`src/rtl/bmp_pkg.sv`:
```
// Shared types, constants and helpers for the bank mapper with protected RAM.
// Used by every module of the block but bmp_ram; depends on nothing else.
`timescale 1ns / 1ps

package bmp_pkg;

  // Sizes that the field widths and the RAM fix.
  localparam int unsigned BMP_BANK_BITS   = 8;
  localparam int unsigned BMP_RAM_BYTES   = 128;
  localparam int unsigned BMP_RAM_AW      = $clog2(BMP_RAM_BYTES);
  localparam int unsigned BMP_MAP_W       = 21;
  localparam int unsigned BMP_QUEUE_DEPTH = 2;
  localparam int unsigned BMP_CFG_IDX_W   = 2;

  // Bus address map.
  localparam logic [15:0] ADDR_REG_LO    = 16'h7EF0;
  localparam logic [15:0] ADDR_REG_HI    = 16'h7FFF;
  localparam logic [15:0] ADDR_CHR2K     = 16'h7EF0;
  localparam logic [15:0] ADDR_CHR1K_A   = 16'h7EF2;
  localparam logic [15:0] ADDR_CHR1K_B   = 16'h7EF4;
  localparam logic [15:0] ADDR_MIRROR    = 16'h7EF6;
  localparam logic [15:0] ADDR_UNLOCK    = 16'h7EF8;
  localparam logic [15:0] ADDR_PRG0      = 16'h7EFA;
  localparam logic [15:0] ADDR_PRG1      = 16'h7EFC;
  localparam logic [15:0] ADDR_PRG2      = 16'h7EFE;
  localparam logic [15:0] ADDR_RD_LO     = 16'h7EF8;
  localparam logic [15:0] ADDR_UNLOCK_RD = 16'h7FE8;
  localparam logic [7:0]  RAM_PAGE       = 8'h7F;

  localparam logic [7:0] UNLOCK_KEY  = 8'hA3;
  localparam logic [7:0] LOCKED_DATA = 8'h7F;

  typedef enum logic [1:0] {
    FUNC_CPU_WRITE = 2'd0,
    FUNC_CPU_READ  = 2'd1,
    FUNC_MAP_PAT   = 2'd2,
    FUNC_MAP_PRG   = 2'd3
  } func_e;

  typedef enum logic [1:0] {
    MIR_HORIZ   = 2'd0,
    MIR_VERT    = 2'd1,
    MIR_SINGLE0 = 2'd2,
    MIR_SINGLE1 = 2'd3
  } mirror_e;

  typedef enum logic [BMP_CFG_IDX_W-1:0] {
    CFG_VARIANT     = 2'd0,
    CFG_PRG_LIMIT   = 2'd1,
    CFG_CHR1K_LIMIT = 2'd2,
    CFG_CHR2K_LIMIT = 2'd3
  } cfg_idx_e;

  // Classified operation handed from the front end to the back end.
  typedef enum logic [3:0] {
    OP_IGNORE    = 4'd0,
    OP_CHR2K     = 4'd1,
    OP_CHR1K     = 4'd2,
    OP_MIRROR    = 4'd3,
    OP_UNLOCK    = 4'd4,
    OP_PRG       = 4'd5,
    OP_RAM_WR    = 4'd6,
    OP_RD_BUS    = 4'd7,
    OP_RD_UNLOCK = 4'd8,
    OP_RD_RAM    = 4'd9,
    OP_MAP_PAT   = 4'd10,
    OP_MAP_PRG   = 4'd11
  } op_e;

  typedef struct packed {
    op_e         op;
    logic [15:0] addr;
    logic [7:0]  data;
    logic [7:0]  bus;
  } cmd_t;

  typedef struct packed {
    logic                     we;
    logic [BMP_CFG_IDX_W-1:0] index;
    logic [7:0]               data;
  } cfg_wr_t;

  // A bank number above the limit is folded onto the limit by masking.
  function automatic logic [7:0] bank_limit(input logic [7:0] v, input logic [7:0] lim);
    logic [7:0] r;
    r = (v > lim) ? (v & lim) : v;
    return r;
  endfunction

endpackage

```
`src/rtl/bmp_ram.sv`:
```
// Generic single-write, single-read RAM with a registered read port.
// Stand-alone; no package needed.
`timescale 1ns / 1ps

module bmp_ram #(
  parameter int unsigned WIDTH = 8,
  parameter int unsigned DEPTH = 128
) (
  input  logic                     clk_i,
  input  logic                     we_i,
  input  logic [$clog2(DEPTH)-1:0] waddr_i,
  input  logic [WIDTH-1:0]         wdata_i,
  input  logic                     re_i,
  input  logic [$clog2(DEPTH)-1:0] raddr_i,
  output logic [WIDTH-1:0]         rdata_o
);

  logic [WIDTH-1:0] mem_q [DEPTH];
  logic [WIDTH-1:0] rdata_q;

  always_ff @(posedge clk_i) begin
    if (we_i) begin
      mem_q[waddr_i] <= wdata_i;
    end
    if (re_i) begin
      rdata_q <= mem_q[raddr_i];
    end
  end

  assign rdata_o = rdata_q;

endmodule

```
`src/rtl/bmp_front.sv`:
```
// Front end: takes bus accesses and classifies them into commands.
// Depends on bmp_pkg.
`timescale 1ns / 1ps

module bmp_front import bmp_pkg::*; (
  input  logic        in_valid_i,
  output logic        in_ready_o,
  input  logic [1:0]  func_i,
  input  logic [15:0] address_i,
  input  logic [7:0]  write_data_i,
  input  logic [7:0]  open_bus_i,
  output logic        cmd_valid_o,
  input  logic        cmd_ready_i,
  output cmd_t        cmd_o
);

  logic [15:0] base;
  logic        in_reg_range;
  logic        in_rd_range;
  op_e         op;

  assign base         = {address_i[15:1], 1'b0};
  assign in_reg_range = (address_i >= ADDR_REG_LO) && (address_i <= ADDR_REG_HI);
  assign in_rd_range  = (address_i >= ADDR_RD_LO) && (address_i <= ADDR_REG_HI);

  always_comb begin
    op = OP_IGNORE;
    unique case (func_e'(func_i))
      FUNC_CPU_WRITE: begin
        priority if (!in_reg_range)                                op = OP_IGNORE;
        else if (base == ADDR_CHR2K)                               op = OP_CHR2K;
        else if (base == ADDR_CHR1K_A || base == ADDR_CHR1K_B)     op = OP_CHR1K;
        else if (base == ADDR_MIRROR)                              op = OP_MIRROR;
        else if (base == ADDR_UNLOCK)                              op = OP_UNLOCK;
        else if (base == ADDR_PRG0 || base == ADDR_PRG1 || base == ADDR_PRG2) op = OP_PRG;
        else if (address_i[15:8] == RAM_PAGE)                      op = OP_RAM_WR;
        else                                                       op = OP_IGNORE;
      end
      FUNC_CPU_READ: begin
        priority if (!in_rd_range)             op = OP_RD_BUS;
        else if (base == ADDR_UNLOCK_RD)       op = OP_RD_UNLOCK;
        else if (address_i[15:8] == RAM_PAGE)  op = OP_RD_RAM;
        else                                   op = OP_RD_BUS;
      end
      FUNC_MAP_PAT: op = OP_MAP_PAT;
      FUNC_MAP_PRG: op = OP_MAP_PRG;
      default:      op = OP_IGNORE;
    endcase
  end

  assign cmd_o.op   = op;
  assign cmd_o.addr = address_i;
  assign cmd_o.data = write_data_i;
  assign cmd_o.bus  = open_bus_i;

  assign cmd_valid_o = in_valid_i;
  assign in_ready_o  = cmd_ready_i;

endmodule

```
`src/rtl/bmp_queue.sv`:
```
// Short command queue between the front end and the back end.
// Depends on bmp_pkg.
`timescale 1ns / 1ps

module bmp_queue import bmp_pkg::*; (
  input  logic clk_i,
  input  logic rst_ni,
  input  logic push_valid_i,
  output logic push_ready_o,
  input  cmd_t push_cmd_i,
  output logic pop_valid_o,
  input  logic pop_ready_i,
  output cmd_t pop_cmd_o
);

  localparam int unsigned QAW = (BMP_QUEUE_DEPTH > 1) ? $clog2(BMP_QUEUE_DEPTH) : 1;
  localparam int unsigned QCW = $clog2(BMP_QUEUE_DEPTH + 1);
  localparam logic [QAW-1:0] LAST_PTR = QAW'(BMP_QUEUE_DEPTH - 1);
  localparam logic [QCW-1:0] FULL_CNT = QCW'(BMP_QUEUE_DEPTH);

  cmd_t           mem_q [BMP_QUEUE_DEPTH];
  logic [QAW-1:0] wr_ptr_q, wr_ptr_d;
  logic [QAW-1:0] rd_ptr_q, rd_ptr_d;
  logic [QCW-1:0] cnt_q, cnt_d;
  logic           push, pop;

  assign push_ready_o = (cnt_q != FULL_CNT);
  assign pop_valid_o  = (cnt_q != '0);
  assign push         = push_valid_i && push_ready_o;
  assign pop          = pop_ready_i && pop_valid_o;
  assign pop_cmd_o    = mem_q[rd_ptr_q];

  always_comb begin
    wr_ptr_d = wr_ptr_q;
    rd_ptr_d = rd_ptr_q;
    cnt_d    = cnt_q;
    if (push) begin
      wr_ptr_d = (wr_ptr_q == LAST_PTR) ? '0 : wr_ptr_q + 1'b1;
    end
    if (pop) begin
      rd_ptr_d = (rd_ptr_q == LAST_PTR) ? '0 : rd_ptr_q + 1'b1;
    end
    if (push && !pop) begin
      cnt_d = cnt_q + 1'b1;
    end else if (pop && !push) begin
      cnt_d = cnt_q - 1'b1;
    end
  end

  always_ff @(posedge clk_i or negedge rst_ni) begin
    if (!rst_ni) begin
      wr_ptr_q <= '0;
      rd_ptr_q <= '0;
      cnt_q    <= '0;
    end else begin
      wr_ptr_q <= wr_ptr_d;
      rd_ptr_q <= rd_ptr_d;
      cnt_q    <= cnt_d;
    end
  end

  always_ff @(posedge clk_i) begin
    if (push) begin
      mem_q[wr_ptr_q] <= push_cmd_i;
    end
  end

endmodule

```
`src/rtl/bmp_back.sv`:
```
// Back end: holds the bank registers, configuration and protected RAM,
// executes commands and registers the result. Depends on bmp_pkg, bmp_ram.
`timescale 1ns / 1ps

module bmp_back import bmp_pkg::*; #(
  parameter int unsigned BANK_BITS = BMP_BANK_BITS
) (
  input  logic                 clk_i,
  input  logic                 rst_ni,
  input  cfg_wr_t              cfg_i,
  input  logic                 cmd_valid_i,
  output logic                 cmd_ready_o,
  input  cmd_t                 cmd_i,
  output logic                 res_valid_o,
  input  logic                 res_ready_i,
  output logic [7:0]           res_read_data_o,
  output logic [BMP_MAP_W-1:0] res_mapped_o,
  output logic [1:0]           res_mirror_o
);

  logic [BANK_BITS-1:0] pat_q [8];
  logic [BANK_BITS-1:0] pat_d [8];
  logic [BANK_BITS-1:0] prg_q [3];
  logic [BANK_BITS-1:0] prg_d [3];
  mirror_e              mirror_q, mirror_d;
  logic [7:0]           unlock_q, unlock_d;
  logic                 variant_q, variant_d;
  logic [7:0]           prg_lim_q, prg_lim_d;
  logic [7:0]           chr1k_lim_q, chr1k_lim_d;
  logic [6:0]           chr2k_lim_q, chr2k_lim_d;
  logic [BMP_RAM_BYTES-1:0] ram_vld_q, ram_vld_d;

  logic                 out_valid_q;
  logic [7:0]           out_rd_q;
  logic [BMP_MAP_W-1:0] out_map_q;
  mirror_e              out_mirror_q;
  logic                 out_ram_sel_q;
  logic                 out_ram_vld_q;

  logic                  out_free, fire;
  logic [7:0]            lim2k, lim1k, limprg, p2k_even, p2k_odd;
  logic [BANK_BITS-1:0]  prg_bank;
  logic [BMP_RAM_AW-1:0] ram_addr;
  logic                  unlocked;
  logic                  ram_we, ram_re, ram_sel;
  logic [7:0]            rd_val, ram_rdata;
  logic [BMP_MAP_W-1:0]  map_val;

  assign out_free    = !out_valid_q || res_ready_i;
  assign fire        = cmd_valid_i && out_free;
  assign cmd_ready_o = out_free;

  assign ram_addr = cmd_i.addr[BMP_RAM_AW-1:0];
  assign unlocked = (unlock_q == UNLOCK_KEY);
  assign lim2k    = bank_limit({1'b0, cmd_i.data[7:1]}, {1'b0, chr2k_lim_q});
  assign lim1k    = bank_limit(cmd_i.data, chr1k_lim_q);
  assign limprg   = bank_limit(cmd_i.data, prg_lim_q);
  assign p2k_even = {lim2k[6:0], 1'b0};
  assign p2k_odd  = {lim2k[6:0], 1'b1};

  always_comb begin
    unique case (cmd_i.addr[14:13])
      2'd0:    prg_bank = prg_q[0];
      2'd1:    prg_bank = prg_q[1];
      2'd2:    prg_bank = prg_q[2];
      default: prg_bank = prg_lim_q[BANK_BITS-1:0];
    endcase
  end

  always_comb begin
    pat_d       = pat_q;
    prg_d       = prg_q;
    mirror_d    = mirror_q;
    unlock_d    = unlock_q;
    variant_d   = variant_q;
    prg_lim_d   = prg_lim_q;
    chr1k_lim_d = chr1k_lim_q;
    chr2k_lim_d = chr2k_lim_q;
    ram_vld_d   = ram_vld_q;
    ram_we      = 1'b0;
    ram_re      = 1'b0;
    ram_sel     = 1'b0;
    rd_val      = '0;
    map_val     = '0;

    if (cfg_i.we) begin
      unique case (cfg_idx_e'(cfg_i.index))
        CFG_VARIANT: begin
          variant_d = cfg_i.data[0];
          mirror_d  = cfg_i.data[0] ? MIR_SINGLE0 : MIR_HORIZ;
        end
        CFG_PRG_LIMIT:   prg_lim_d   = cfg_i.data;
        CFG_CHR1K_LIMIT: chr1k_lim_d = cfg_i.data;
        CFG_CHR2K_LIMIT: chr2k_lim_d = cfg_i.data[6:0];
        default: ;
      endcase
    end else if (fire) begin
      unique case (cmd_i.op)
        OP_CHR2K: begin
          if (variant_q) begin
            mirror_d = cmd_i.data[7] ? MIR_SINGLE1 : MIR_SINGLE0;
          end
          pat_d[{1'b0, cmd_i.addr[0], 1'b0}] = p2k_even[BANK_BITS-1:0];
          pat_d[{1'b0, cmd_i.addr[0], 1'b1}] = p2k_odd[BANK_BITS-1:0];
        end
        OP_CHR1K: begin
          if (variant_q) begin
            mirror_d = cmd_i.data[7] ? MIR_SINGLE1 : MIR_SINGLE0;
          end
          pat_d[cmd_i.addr[2:0] + 3'd2] = lim1k[BANK_BITS-1:0];
        end
        OP_MIRROR: begin
          if (!variant_q) begin
            mirror_d = cmd_i.data[0] ? MIR_VERT : MIR_HORIZ;
          end
        end
        OP_UNLOCK: unlock_d = cmd_i.data;
        OP_PRG: begin
          unique case (cmd_i.addr[2:1])
            2'd1:    prg_d[0] = limprg[BANK_BITS-1:0];
            2'd2:    prg_d[1] = limprg[BANK_BITS-1:0];
            2'd3:    prg_d[2] = limprg[BANK_BITS-1:0];
            default: ;
          endcase
        end
        OP_RAM_WR: begin
          if (unlocked) begin
            ram_we              = 1'b1;
            ram_vld_d[ram_addr] = 1'b1;
          end
        end
        OP_RD_BUS:    rd_val = cmd_i.bus;
        OP_RD_UNLOCK: rd_val = unlock_q;
        OP_RD_RAM: begin
          if (unlocked) begin
            ram_re  = 1'b1;
            ram_sel = 1'b1;
          end else begin
            rd_val = LOCKED_DATA;
          end
        end
        OP_MAP_PAT: begin
          map_val = BMP_MAP_W'({pat_q[cmd_i.addr[12:10]], cmd_i.addr[9:0]});
        end
        OP_MAP_PRG: begin
          map_val = BMP_MAP_W'({prg_bank, cmd_i.addr[12:0]});
        end
        default: ;
      endcase
    end
  end

  always_ff @(posedge clk_i or negedge rst_ni) begin
    if (!rst_ni) begin
      for (int i = 0; i < 8; i++) begin
        pat_q[i] <= '0;
      end
      for (int i = 0; i < 3; i++) begin
        prg_q[i] <= '0;
      end
      mirror_q    <= MIR_HORIZ;
      unlock_q    <= '0;
      variant_q   <= 1'b0;
      prg_lim_q   <= 8'hFF;
      chr1k_lim_q <= 8'hFF;
      chr2k_lim_q <= 7'h7F;
      ram_vld_q   <= '0;
      out_valid_q <= 1'b0;
    end else begin
      pat_q       <= pat_d;
      prg_q       <= prg_d;
      mirror_q    <= mirror_d;
      unlock_q    <= unlock_d;
      variant_q   <= variant_d;
      prg_lim_q   <= prg_lim_d;
      chr1k_lim_q <= chr1k_lim_d;
      chr2k_lim_q <= chr2k_lim_d;
      ram_vld_q   <= ram_vld_d;
      if (out_free) begin
        out_valid_q <= cmd_valid_i;
      end
    end
  end

  always_ff @(posedge clk_i) begin
    if (fire) begin
      out_rd_q      <= rd_val;
      out_map_q     <= map_val;
      out_mirror_q  <= mirror_d;
      out_ram_sel_q <= ram_sel;
      out_ram_vld_q <= ram_vld_q[ram_addr];
    end
  end

  bmp_ram #(
    .WIDTH (8),
    .DEPTH (BMP_RAM_BYTES)
  ) u_ram (
    .clk_i   (clk_i),
    .we_i    (ram_we),
    .waddr_i (ram_addr),
    .wdata_i (cmd_i.data),
    .re_i    (ram_re),
    .raddr_i (ram_addr),
    .rdata_o (ram_rdata)
  );

  // A RAM byte never written since reset reads as zero.
  assign res_valid_o     = out_valid_q;
  assign res_read_data_o = out_ram_sel_q ? (out_ram_vld_q ? ram_rdata : 8'h00) : out_rd_q;
  assign res_mapped_o    = out_map_q;
  assign res_mirror_o    = out_mirror_q;

endmodule

```
`src/rtl/bank_mapper_with_protected_ram_top.sv`:
```
// Top level of the bank mapper with protected RAM.
// Depends on bmp_pkg, bmp_front, bmp_queue, bmp_back and bmp_ram.
`timescale 1ns / 1ps

// The block answers bus accesses arriving as transfers on the slave stream.
// tuser carries the access kind (cpu write, cpu read, pattern translate,
// program translate); tdata carries the bus address, the write byte and the
// open-bus byte. Every accepted transfer produces exactly one result
// transfer on the master stream with the read byte, the translated rom
// address and the current mirroring.
// The configuration port is a plain write port: when cfg_we_i is high at a
// rising edge, register cfg_index_i (variant, program limit, 1K pattern
// limit, 2K pattern limit) takes cfg_data_i. Write it only while idle.
// An accepted transfer is written into the command queue and then executed
// by the back end, whose result register (fed by the registered RAM read)
// drives the master stream.
// Throughput is one transfer per cycle while the receiver does not stall;
// commands execute as taken, and the RAM has a write and a read port.
// When the receiver stalls, the result register holds and the back end
// stops; the two-entry queue then fills and s_axis_tready falls.
// Reset clears the bank registers, mirroring and unlock byte, sets the limits
// to their highest values and clears the RAM valid bits so unwritten RAM
// bytes read as zero; transfers are taken straight after reset.
module bank_mapper_with_protected_ram_top import bmp_pkg::*; #(
  parameter int unsigned BANK_BITS = BMP_BANK_BITS
) (
  input  logic                     clk_i,
  input  logic                     rst_ni,
  // Configuration write port
  input  logic                     cfg_we_i,
  input  logic [BMP_CFG_IDX_W-1:0] cfg_index_i,
  input  logic [7:0]               cfg_data_i,
  // Slave stream: bus accesses
  input  logic                     s_axis_tvalid,
  output logic                     s_axis_tready,
  input  logic [31:0]              s_axis_tdata,  // address[15:0], write_data[23:16], open_bus[31:24]
  input  logic [1:0]               s_axis_tuser,  // func[1:0]
  // Master stream: results
  output logic                     m_axis_tvalid,
  input  logic                     m_axis_tready,
  output logic [31:0]              m_axis_tdata   // read_data[7:0], mapped_address[28:8],
                                                  // mirroring[30:29], zero[31]
);

  cfg_wr_t              cfg;
  cmd_t                 front_cmd, back_cmd;
  logic                 front_valid, front_ready;
  logic                 back_valid, back_ready;
  logic [7:0]           res_read_data;
  logic [BMP_MAP_W-1:0] res_mapped;
  logic [1:0]           res_mirror;

  assign cfg.we    = cfg_we_i;
  assign cfg.index = cfg_index_i;
  assign cfg.data  = cfg_data_i;

  bmp_front u_front (
    .in_valid_i   (s_axis_tvalid),
    .in_ready_o   (s_axis_tready),
    .func_i       (s_axis_tuser),
    .address_i    (s_axis_tdata[15:0]),
    .write_data_i (s_axis_tdata[23:16]),
    .open_bus_i   (s_axis_tdata[31:24]),
    .cmd_valid_o  (front_valid),
    .cmd_ready_i  (front_ready),
    .cmd_o        (front_cmd)
  );

  bmp_queue u_queue (
    .clk_i        (clk_i),
    .rst_ni       (rst_ni),
    .push_valid_i (front_valid),
    .push_ready_o (front_ready),
    .push_cmd_i   (front_cmd),
    .pop_valid_o  (back_valid),
    .pop_ready_i  (back_ready),
    .pop_cmd_o    (back_cmd)
  );

  bmp_back #(
    .BANK_BITS (BANK_BITS)
  ) u_back (
    .clk_i           (clk_i),
    .rst_ni          (rst_ni),
    .cfg_i           (cfg),
    .cmd_valid_i     (back_valid),
    .cmd_ready_o     (back_ready),
    .cmd_i           (back_cmd),
    .res_valid_o     (m_axis_tvalid),
    .res_ready_i     (m_axis_tready),
    .res_read_data_o (res_read_data),
    .res_mapped_o    (res_mapped),
    .res_mirror_o    (res_mirror)
  );

  assign m_axis_tdata = {1'b0, res_mirror, res_mapped, res_read_data};

endmodule
```
`config.mk`:
```
export PLATFORM = sky130hd
export DESIGN_NAME = bank_mapper_with_protected_ram_top
export DESIGN_NICKNAME = d
export VERILOG_FILES = /design/src/rtl/bmp_pkg.sv /design/src/rtl/bmp_ram.sv /design/src/rtl/bmp_front.sv /design/src/rtl/bmp_queue.sv /design/src/rtl/bmp_back.sv /design/src/rtl/bank_mapper_with_protected_ram_top.sv
export SDC_FILE = /design/constraint.sdc
export NUM_CORES = 2
export LEC_CHECK = 0
export ABC_AREA = 1
export BUFFER_PORTS_ARGS = -buffer_cell sky130_fd_sc_hd__buf_2
export CORE_MARGIN = 1
export CORE_UTILIZATION = 65
export CTS_CLUSTER_DIAMETER = 50
export DETAILED_ROUTE_END_ITERATION = 7
export PLACE_DENSITY = 0.82
export SETUP_SLACK_MARGIN = 0.5
export SYNTH_ARGS = -nofsm -noshare
export SYNTH_HDL_FRONTEND = slang
export SYNTH_SLANG_ARGS = --single-unit
```
`constraint.sdc`:
```
create_clock -name clk_i -period 9.6 [get_ports clk_i]
set_input_delay 0.96 -clock clk_i [delete_from_list [all_inputs] [get_ports clk_i]]
set_output_delay 0.96 -clock clk_i [all_outputs]
set_load 0.005 [all_outputs]
```
-- Yosys cells after proc, flatten, opt, wreduce, memory -nomap -nowiden
Memory sizes are Yosys's and may differ from the RTL's. A register that Yosys moved wholly into a read port is not among the register bits.
Index checks and enable logic that the tools add are counted.
- eq/ne operators: 34
- mux-type cells: 61
- add/sub/neg operators: 5
- bitwise operators: 9
- order comparisons: 15
- reductions and logical operators: 34
- operator list (operator ; count):
    64-bit bitwise mux ; 3
    15-bit by 14-bit equality test with 1-bit output, second input constant ; 9
    128-bit bitwise OR ; 1
    64-bit case mux with 2 select lines ; 1
    8-bit demux with 3-bit select ; 3
    8-bit 2-to-1 mux ; 9
    8-bit case mux with 3 select lines ; 2
    21-bit case mux with 2 select lines ; 1
    4-bit 2-to-1 mux ; 9
    16-bit by 15-bit >= comparator with 1-bit output, second input constant ; 2
    8-bit binary-select mux with 3-bit select ; 1
    1-bit 2-to-1 mux ; 17
    8-bit bitwise AND ; 2
    4-bit by 3-bit equality test with 1-bit output, second input constant ; 4
    4-bit equality test, second input constant ; 4
    4-bit >= comparator, second input constant ; 4
    8-bit > comparator ; 2
    16-bit by 15-bit less-or-equal comparator with 1-bit output, second input constant ; 1
    2-bit 2-to-1 mux ; 8
    4-bit case mux with 4 select lines ; 1
    4-bit AND reduction ; 4
    2-bit equality test, second input constant ; 7
    7-bit 2-to-1 mux ; 2
    4-bit by 1-bit less-than comparator with 1-bit output, second input constant ; 3
    29 further kinds ; 58
- input port bits: 49
- register bits: 288
- memories kept: 2
- memory bits (writable): 1096
- memories (memory ; words ; width ; read ports ; clocked after memory_dff ; wr ports ; line ; text):
    u_back.u_ram.mem_q ; 128 ; 8 ; 1 ; 1 ; 1 ; bmp_ram.sv:18 ; logic [WIDTH-1:0] mem_q [DEPTH];
    u_queue.mem_q ; 2 ; 36 ; 1 ; 0 ; 1 ; bmp_queue.sv:21 ; cmd_t mem_q [BMP_QUEUE_DEPTH];

-- Depth between registers and ports, before layout
- depth after elaboration: 10
- mapped depth: 19
- mapped depth without buffers: 17

-- By module
Synthesis repeated with hierarchy kept, for this count alone.
- cells, all modules: 5775
- area total of the unflattened synthesis: 60515.5 um^2
- modules (own cells, without submodules) (module ; cells each ; seq. area each (um^2) ; area an instance (um^2) ; instances):
    bmp_ram ; 3575 ; 30989.7 ; 42184.2 ; 1
    bmp_back ; 1901 ; 7300.8 ; 14963.1 ; 1
    bmp_queue ; 216 ; 2262.2 ; 2857.7 ; 1
    bmp_front ; 81 ; 0.0 ; 499.2 ; 1
    bank_mapper_with_protected_ram_top ; 2 ; 0.0 ; 11.3 ; 1

-- Least setup slack after synthesis
No wires, ideal clock.
- path type: flip-flop to flip-flop
- start: register u_queue.rd_ptr_q
- end: register u_back.pat_q[55] (netlist bit)
- slack: 5.215 ns
- library setup time: 0.117 ns
- cell stages (with the launch flop): 18
- buffers on the path: 2
- arrival time: 4.268 ns
- path through: dfrtp_1 inv_2 buf_2 clkbuf_1 or2_2 o21ai_0 inv_1 ha_1 nand2_1 nor2_1 nand2_1 o211ai_1 nand2_1 or2_2 nand3_1 nand2_1 nand2_1 nand2_1
- RTL lines (element ; line ; text):
    start, declared ; bmp_queue.sv:23 ; logic [QAW-1:0] rd_ptr_q, rd_ptr_d;
    start signal, assigned ; bmp_queue.sv:57 ; rd_ptr_q <= rd_ptr_d;
    end signal, assigned ; bmp_back.sv:170 ; pat_q <= pat_d;
    end, declared ; bmp_back.sv:21 ; logic [BANK_BITS-1:0] pat_q [8];

-- Final worst setup path
- start: register u_queue.rd_ptr_q
- end: memory u_back.u_ram.mem_q[640][7] (netlist: u_back.u_ram.mem_q[80][7]) (enable)
- longest elaborated chain between the ends: 7
- ends and longest elaborated chain (element ; line ; text):
    memory 2 x 36 bit * ; - ;
    4-bit by 3-bit equality test with 1-bit output ; bmp_back.sv:98 ; unique case (cmd_i.op)
    1-bit 2-to-1 mux ; bmp_back.sv:98 ;
    1-bit 2-to-1 mux ; bmp_back.sv:97 ; end else if (fire) begin
    1-bit 2-to-1 mux ; bmp_back.sv:86 ; if (cfg_i.we) begin
    1-bit 2-to-1 mux ; bmp_ram.sv:22 ; if (we_i) begin
    1-bit 2-to-1 mux (implied by the code) ; bmp_ram.sv:23 ; mem_q[waddr_i] <= wdata_i;
    end, declared ; bmp_ram.sv:18 ;
Mark *: on every way between the ends. The rest lies on a longest branch, timed or not.

==> results.ini <==
[die]
dieHeight_um=311
core_area_um2=93700
ioPinCount=83
die_area_um2=96400
start_util_pct=66.0
rows=112
die_w_um=311

[synth]
yosysSeqAreaShare_pct=65.5
ys.warnings.count=0
synth_area_um2=61900
synth_seq_cells=1390
synth_edf_count=1135
synth_top_flop_cell=edfxtp_1
syn_inst=6358
async_flop_share_pct=18.3
synth_cell_types=41
synth_fp_nets=6454
synth.avg_cell_area_um2=9.73

[sta]
setup_viol=0
worst_slew_pin_slew_ns=1.24
tns_ns=0
max_clock_freq_ghz=0.176
fin_crit_ns=5.68
fin_ws_ns=3.92
hold_viol_final=0
drv_slew=0
fin_crit_sh_pct=59.2
fin_skew_ns=0.0246
relSlewSlack_pct=16.7
rsz0062_at_grt=false
holdWs_ns=0.230

[critical_path]
reg2reg_from=u_queue.rd_ptr_q$_DFFE_PN0P_
worst-r2r-setup-slack_ns=3.92
crit_type=register to register
crit_fanout=67
critPathLaunch=u_queue.rd_ptr_q$_DFFE_PN0P_
r2r_cells=7
arrival_ns=6.07
crit_path_end_kind=register
startpoint_type=register
rr_endpoint=u_back.u_ram.mem_q[80][7]$_DFFE_PP_
required_ns=9.99

[clock_network]
cts_tree=yes
root_buffer=clkbuf_16
cts.sinks=1390
cts_resized=0
cts_max_level=4
postCtsSetupBuffers=0
clockBufferDepth=3
insertion_delay_ns=0.78
postCtsHoldBufs=0
numCtsBuffers=146
path_clk_slew_ns=0.06

[route]
wl_per_cell_um=19.8
drt_iter0_markers=5297
drtPass1Iterations=8
detail_route.vias_per_cell=5.68
final_antenna_net_count=0
routed_wl_um=153000
num_vias=43900
drc=0

[job]
max_cap_violations=0

[layout]
post-route-util_pct=72.2
stdcell_count=7727
areaGrowthSynthToFinish_pct=9.44
drive_above_1_share_pct=7.37
nets=6452
antennaDiodeCount=0
fin_area_um2=67700
fillCellCount=6147

[min_path]
hold_class=input pin to async pin

[power]
irDropWorstVdd_uv=267
power.density_nw_per_um2=304
power_mw=20.6
p_leak_nw=29.8

[grt]
antenna_found_initial=1
overflow=0
globalRouteTotalUtil_pct=31.8
grt_max_degree=171
grt_pass1_wl_um=236000
grt_pass1_vias=42600

[placed_design]
dp_cells=7462
dpl.hpwl_um=87900
gp_congestion=0.942
dpl_worst_slack_ns=4.10
portBuffers=81
placed_area_um2=63100

[run_status]
status=finished, final reports clean

==> layer usage <==
layer  up-vias  routed length, µm  track usage (%)
li1      20300                  -                -
met1     20800              57700             41.3
met2      2396              73500             51.4
met3       458              14600             6.25
met4         2               7240             15.7
met5         -                 13                0
==> cell families after synthesis <==
family	after synthesis	synth area share (%)
adders and majority gates	47	0.951
other	1	0.00606
xor gates and xnor gates	3	0.0425
and+or+nand+nor	2928	19.7
AOI/OAI and AO/OA	464	4.12
DFF	1390	65.5
buffers and inverters	1525	9.68
==> layout by cell type, fill, tap and decap left out, types with 18 or more instances in the layout <==
cell       count
ha_1          47
clkbuf_1      34
dfstp_2       23
nor2_1       310
nand2_1     1810
buf_2         80
o21ai_0      327
nand3_1      654
buf_4         48
o21ai_1       47
nand4_1       62
or2_2         45
o211ai_1      21
clkbuf_16    150
dfrtp_1      232
inv_1       1216
clkinv_1      22
edfxtp_1    1135
a21oi_1       18
==> sequential cells by signal, summed over array words and instances (netlist names) <==
register,flops
u_back.mirror_q,2
u_queue.cnt_q,2
u_back.chr1k_lim_q,8
u_back.pat_q,64
u_back.out_rd_q,8
u_back.out_ram_sel_q,1
u_back.u_ram.mem_q,1024
u_queue.rd_ptr_q,1
u_back.u_ram.rdata_o,8
u_queue.wr_ptr_q,1
u_back.res_mirror_o,2
u_back.chr2k_lim_q,7
u_back.res_valid_o,1
u_queue.mem_q,70
u_back.prg_q,24
u_back.out_ram_vld_q,1
u_back.unlock_q,8
u_back.prg_lim_q,8
u_back.res_mapped_o,21
u_back.variant_q,1
u_back.ram_vld_q,128
==> synth_stat cells, types with 2 or more instances <==
cell,number,area share (%)
buf_6,4,0.073
a21oi_1,18,0.15
o21ai_1,46,0.37
o211ai_1,21,0.25
inv_1,1231,7.5
clkinv_1,5,0.030
o21a_1,15,0.18
nand4_1,62,0.63
dfstp_2,23,0.98
nor3_2,5,0.081
o21ai_4,3,0.079
edfxtp_1,1135,55
o311ai_0,16,0.23
ha_1,47,0.95
nor2_4,3,0.055
nor2_2,6,0.061
clkbuf_1,94,0.57
buf_4,14,0.17
o21ai_0,328,2.7
dfrtp_1,232,9.4
inv_2,8,0.049
or2_2,45,0.46
nor2_1,317,1.9
nand2_2,4,0.040
nand3_1,654,5.3
buf_1,22,0.13
o22ai_1,4,0.040
nor3_1,8,0.065
buf_2,147,1.2
nand2_1,1812,11
xnor2_1,2,0.028
a31oi_1,3,0.030
o21ai_2,9,0.13
nand3b_1,8,0.097
==> report_power, final <==
group	switching (mW)	internal, mW
Combinational	5.68	1.60
Sequential	0.172	7.60
Clock	2.36	3.14
==> critical path, stage by stage, from the launching register on <==
cell	delay, ns
dfrtp_1	0.83
inv_2	0.50
nand2_1	0.15
nand2_1	0.15
nor2_4	0.90
buf_4	0.83
nand2_2	0.97
nor2_1	0.90
==> worst max path at each step <==
stage,slack (ns),end,cells after the start
after global routing,3.69,u_back.pat_q[42]$_DFFE_PN0P_,12
final,3.92,u_back.u_ram.mem_q[80][7]$_DFFE_PP_,7
after global placement,4.30,u_back.pat_q[44]$_DFFE_PN0P_,12
after floorplan,5.22,u_back.pat_q[55]$_DFFE_PN0P_,17
after detailed placement,4.10,u_back.u_ram.mem_q[80][3]$_DFFE_PP_,7
after CTS,4.11,u_back.u_ram.mem_q[80][1]$_DFFE_PP_,7
==> cell type report <==
| cell class | instances | area (µm²) | area share [%] |
|---|---|---|---|
| timing repair buffer | 131 | 816 | 1.20 |
| tap | 1254 | 1570 | 2.32 |
| clock buffer | 196 | 4050 | 5.98 |
| inverter | 1244 | 4700 | 6.95 |
| multi-input combinational | 3443 | 15500 | 22.8 |
| sequential | 1390 | 40500 | 59.8 |
| clock inverter | 69 | 609 | 0.900 |
Power figures use the tool's default switching activity.
